`src/rtl/rmq_pkg.sv`:
```
// Shared types, widths and constants for the rotation matrix to quaternion block.
package rmq_pkg;

  localparam int FRAC_BITS = 30;
  localparam int IN_W      = 32;
  localparam int T_W       = IN_W + 2;
  localparam int B_W       = (IN_W + FRAC_BITS) / 2;
  localparam int R_W       = B_W + 1;
  localparam int RAD_W     = 2 * R_W;
  localparam int Q_W       = FRAC_BITS + 1;
  localparam int DVD_W     = R_W + FRAC_BITS;
  localparam int SGN_W     = 6;

  localparam logic signed [T_W-1:0] ONE_T = T_W'(64'd1 << FRAC_BITS);
  localparam logic [Q_W-1:0]         ONE_Q = Q_W'(64'd1 << FRAC_BITS);

  // Sign flags of the off-diagonal sums and differences
  localparam int SG_D21_12 = 0;
  localparam int SG_D02_20 = 1;
  localparam int SG_D10_01 = 2;
  localparam int SG_S10_01 = 3;
  localparam int SG_S02_20 = 4;
  localparam int SG_S21_12 = 5;

  typedef struct packed {
    logic signed [IN_W-1:0] m00;
    logic signed [IN_W-1:0] m01;
    logic signed [IN_W-1:0] m02;
    logic signed [IN_W-1:0] m10;
    logic signed [IN_W-1:0] m11;
    logic signed [IN_W-1:0] m12;
    logic signed [IN_W-1:0] m20;
    logic signed [IN_W-1:0] m21;
    logic signed [IN_W-1:0] m22;
  } in_t;

  typedef struct packed {
    logic signed [IN_W-1:0] quat_w;
    logic signed [IN_W-1:0] quat_x;
    logic signed [IN_W-1:0] quat_y;
    logic signed [IN_W-1:0] quat_z;
  } out_t;

endpackage

```
`src/rtl/rmq_sqrt.sv`:
```
// Pipelined integer square root, one result bit per register stage.
module rmq_sqrt import rmq_pkg::*; (
  input  logic             clk,
  input  logic             en,
  input  logic [RAD_W-1:0] rad_i,
  output logic [R_W-1:0]   root_o
);

  logic [RAD_W-1:0] rem_r  [R_W];
  logic [R_W-1:0]   root_r [R_W];

  for (genvar s = 0; s < R_W; s++) begin : g_stg
    localparam int I = R_W - 1 - s;
    logic [RAD_W-1:0] rem_in;
    logic [RAD_W-1:0] test;
    logic [R_W-1:0]   root_in;

    if (s == 0) begin : g_first
      assign rem_in  = rad_i;
      assign root_in = '0;
    end else begin : g_next
      assign rem_in  = rem_r[s-1];
      assign root_in = root_r[s-1];
    end

    // (root + 2^I)^2 - root^2
    assign test = (RAD_W'(root_in) << (I + 1)) | (RAD_W'(1) << (2 * I));

    always_ff @(posedge clk) begin
      if (en) begin
        if (rem_in >= test) begin
          rem_r[s]  <= rem_in - test;
          root_r[s] <= root_in | (R_W'(1) << I);
        end else begin
          rem_r[s]  <= rem_in;
          root_r[s] <= root_in;
        end
      end
    end
  end

  assign root_o = root_r[R_W-1];

endmodule

```
`config.mk`:
```
export PLATFORM = sky130hd
export DESIGN_NAME = rmq_sqrt
export DESIGN_NICKNAME = d
export VERILOG_FILES = /design/src/rtl/rmq_pkg.sv /design/src/rtl/rmq_sqrt.sv
export SDC_FILE = /design/constraint.sdc
export NUM_CORES = 2
export LEC_CHECK = 0
export BUFFER_PORTS_ARGS = -buffer_cell sky130_fd_sc_hd__buf_4
export CAP_MARGIN = 20
export CORE_MARGIN = 3
export CORE_UTILIZATION = 40
export DETAILED_ROUTE_END_ITERATION = 12
export PLACE_DENSITY = 0.6
export RECOVER_POWER = 100
export SLEW_MARGIN = 25
export SYNTH_ARGS = -nofsm -noshare
export SYNTH_HDL_FRONTEND = slang
export SYNTH_SLANG_ARGS = --single-unit
export TNS_END_PERCENT = 20
```
`constraint.sdc`:
```
create_clock -name clk -period 6.1 [get_ports clk]
set_input_delay 1.22 -clock clk [delete_from_list [all_inputs] [get_ports clk]]
set_output_delay 1.22 -clock clk [all_outputs]
set_load 0.02 [all_outputs]
```
==> impl_metrics.csv <==
group,metric,value,unit
yosys,synthAdderAreaFrac,0.0574,
power,p_int,35.5,mW
worst_setup_path,cp_max_fo,7,
worst_hold_path,whs_path_depth,0,
clock_network,holdBufCountCts,0,
final_layout,utilization,0.449,
yosys,synth_top_cell_by_area,"edfxtp_1",
clock_network,clock_sinks,2512,
die,core_area,0.301,mm²
die,die_h,557,µm
power,ir_drop,249,µV
place,io_buffers,97,
die,die_w,557,µm
yosys,synthMuxAreaShare,0.00804,
global_route,busiest_layer,"met2",
die,start_util,0.404,
power,comb_power_share,0.215,
timing,setup_ws,0.549,ns
worst_setup_path,cp-end-kind,"flip-flop",
timing,grt_setup_unrepaired,"no",
final_layout,drive_gt1_frac,0.0577,
clock_network,cts_tree,"done",
yosys,netlist_instances,9800,
final_layout,fillerInstances,27200,
yosys,synth-async-reset-ratio,0,
global_route,grt_max_degree,197,
status,status,"finished, violations left",
yosys,synth_warnings,0,
global_route,use_met1,0.286,
clock_network,cts.clk_slew.worst_paths,0.06,ns
place,hpwl,238,mm
detailed_routing,vias,78600,
clock_network,numCtsBuffers,279,
power,clockPowerShare,0.317,
detailed_routing,drt-pass1-iter-count,9,
clock_network,h-tree-depth,5,
clock_network,cts_root_buf,"clkbuf_16",
yosys,yosys_register_bits,2512,
power,powerDensity,377,mW/mm²
timing,period_needed,5.55,ns
place,post-place-ws,1.02,ns
global_route,antenna_found_initial,15,
yosys,synth_top_area_frac,0.620,
detailed_routing,avgViaCountPerCell,5.54,
timing,setup_tns,0,ns
global_route,use_met2,0.301,
timing,finalClockSkew,0.0610,ns
final_layout,fin_nets,10600,
timing,max_freq,180,MHz
timing,worstMarginPinSlew,4.52,ns
worst_setup_path,start_kind,"flip-flop",
yosys,syn_area,0.122,mm²
global_route,grt_pass1_wl,468,mm
die,io_pins,98,
worst_setup_path,arrival,6.15,ns
worst_hold_path,hold_start,"rem_r[0][725]",
place,gp_congestion,0.964,
yosys,synth_simple_gate_area_frac,0.127,
global_route,met3_usage,0.0341,
yosys,synth.most_common_cell,"edfxtp_1",
worst_setup_path,rrSetupSlack,0.55,ns
yosys,synth_compound_area_frac,0.0935,
timing,period_share,0.910,
yosys,postSynthAreaPerCell,12.4,µm²
timing,max_slew_margin,-2.01,
worst_setup_path,critical_path_required,6.70,ns
global_route,grt_pass1_vias,75400,
clock_network,post-cts-setup-buffers,0,
power,power_switching,15.6,mW
worst_setup_path,rr_endpoint,"rem_r[1][569]",
clock_network,ctsResizeCount,0,
worst_setup_path,r2r_cells,11,
timing,report.final.slew_viol_count,1290,
detailed_routing,wl_per_cell,22.1,µm
final_layout,fin_cells,14200,
status,violations,"capacitance limit, slew limit",
yosys,synth-main-ff-cell,"edfxtp_1",
detailed_routing,wl,313,mm
power,leakage,50.0,nW
detailed_routing,drcViolationCount,0,
timing,setup_viol_count_final,0,
die,die_area,0.311,mm²
yosys,synthTopCellsByCount,"edfxtp_1 (2512), nand2_1 (787), inv_1 (686), ha_1 (558), o21ai_0 (546)",
power,swShare,0.305,
worst_hold_path,holdCritPathClass,"reg2reg",
global_route,grt_use_total,0.197,
timing,hold_viol,0,
worst_setup_path,crit_start,"rem_r[1][487]",
yosys,synth_top_family_by_area,"simple AND/OR/NAND/NOR gates",
detailed_routing,drt-initial-drc-count,7672,
global_route,gr-total-overflow,0,
run,maxCapViolCount,22,
power,p_seq_frac,0.468,
clock_network,clockBufferDepth,4,
timing,whs,0.417,ns
yosys,netlist_top_cells_area,"edfxtp_1 (62%), ha_1 (5.7%), xnor2_1 (3.3%)",
clock_network,clk-insertion-delay-late,0.88,ns
detailed_routing,antenna_left,0,
yosys,synth.distinct_cells,86,
yosys,ys_seq_area_frac,0.620,
yosys,synth_nets,10400,
yosys,synth_edf_count,2512,
worst_setup_path,criticalPathCategory,"reg2reg",
final_layout,areaGrowthSynthToFinish,11.4,%
yosys,synth-xor-area-share,0.0644,
place,dp_cells,13700,
die,num_rows,201,
worst_setup_path,r2r-start,"rem_r[1][487]",
worst_hold_path,whs_endpoint,"rem_r[0][789]",
worst max-delay path: stages (launching register included):
cell      delay [ns]
edfxtp_1        0.39
ha_1            0.48
nand3_1         0.26
nor4_1          0.86
nand4b_1        0.19
nor4_1          1.12
nor4_1          0.28
a211o_1         0.37
a31o_1          0.27
nor4_2          0.70
nand3b_1        0.20
xnor2_1         0.16
per-stage QoR:
stage | cell area (µm²) | total power [mW]
after floorplan | 122000 | 31.2
after global placement | 127000 | 34.9
after detailed placement | 127000 | 35.0
after CTS | 136000 | 51.4
after global routing | 135000 | 53.6
final | 135000 | 51.1
routing by layer:
metal | up-vias | wire length, µm | part of all wire
met2 | 2536 | 138000 | 0.44
li1 | 37100 | - | -
met3 | 485 | 22500 | 0.072
met5 | - | 0 | 0
met1 | 38500 | 143000 | 0.46
met4 | 0 | 9620 | 0.031
registers in the layout, summed over array words and instances (netlist names):
signal,count
rem_r,1984
root_r,528
cell usage in the layout (no fill, tap or decap), types with 73 or more instances in the layout:
cell       synthesis  layout
edfxtp_1        2512    2512
nand2_1          787     787
inv_1            686     686
ha_1             558     558
o21ai_0          546     550
nor2_1           539     539
a21oi_1          488     488
xnor2_1          456     456
xor2_1           438     438
nor4_1           354     351
clkbuf_16          0     284
nor3_1           283     281
a21o_1           254     254
nand4_1          162     162
nand3_1          159     159
clkbuf_1         220     156
nand2b_1         118     118
or3_1            103     104
o21a_1            93      93
or4_1             72      73
cell type report:
type	instances	area, µm²	area share
Antenna cell	3	7.51	0.0000554
Clock buffer	330	7280	0.0538
Clock inverter	165	1520	0.0112
Inverter	686	2570	0.0190
Multi-Input combinational cell	6358	42600	0.315
Sequential cell	2512	75400	0.557
Tap cell	3958	4950	0.0366
Timing Repair Buffer	173	1000	0.00740
power by group through the flow:
stage          sequential [mW]  clock [mW]  combinational [mW]
2_1_floorplan             23.2           0                8.02
3_3_place_gp              24.2           0                10.7
3_5_place_dp              24.2           0                10.8
4_1_cts                   23.9        16.6                10.9
5_1_grt                   24.1        17.4                12.1
6_report                  23.9        16.2                11.0
how the worst max path moves through the flow:
stage / end / slack [ns] / cells past startpoint
6_report: rem_r[1][569] / 0.55 / 11
3_5_place_dp: rem_r[1][885] / 1.02 / 12
3_3_place_gp: rem_r[1][573] / 0.59 / 11
5_1_grt: rem_r[1][569] / 0.46 / 11
2_1_floorplan: rem_r[1][704] / 1.04 / 4
4_1_cts: rem_r[1][885] / 1.01 / 12
logic make-up after synthesis:
| logic type | after synthesis |
|---|---|
| multiplexers | 88 |
| buffers and inverters | 930 |
| flip-flops | 2512 |
| AND/OR/NAND/NOR | 2989 |
| XOR/XNOR | 894 |
| adder cells (fa/ha/maj) | 558 |
| AO/OA/AOI/OAI | 1829 |
Power figures use the tool's default switching activity.
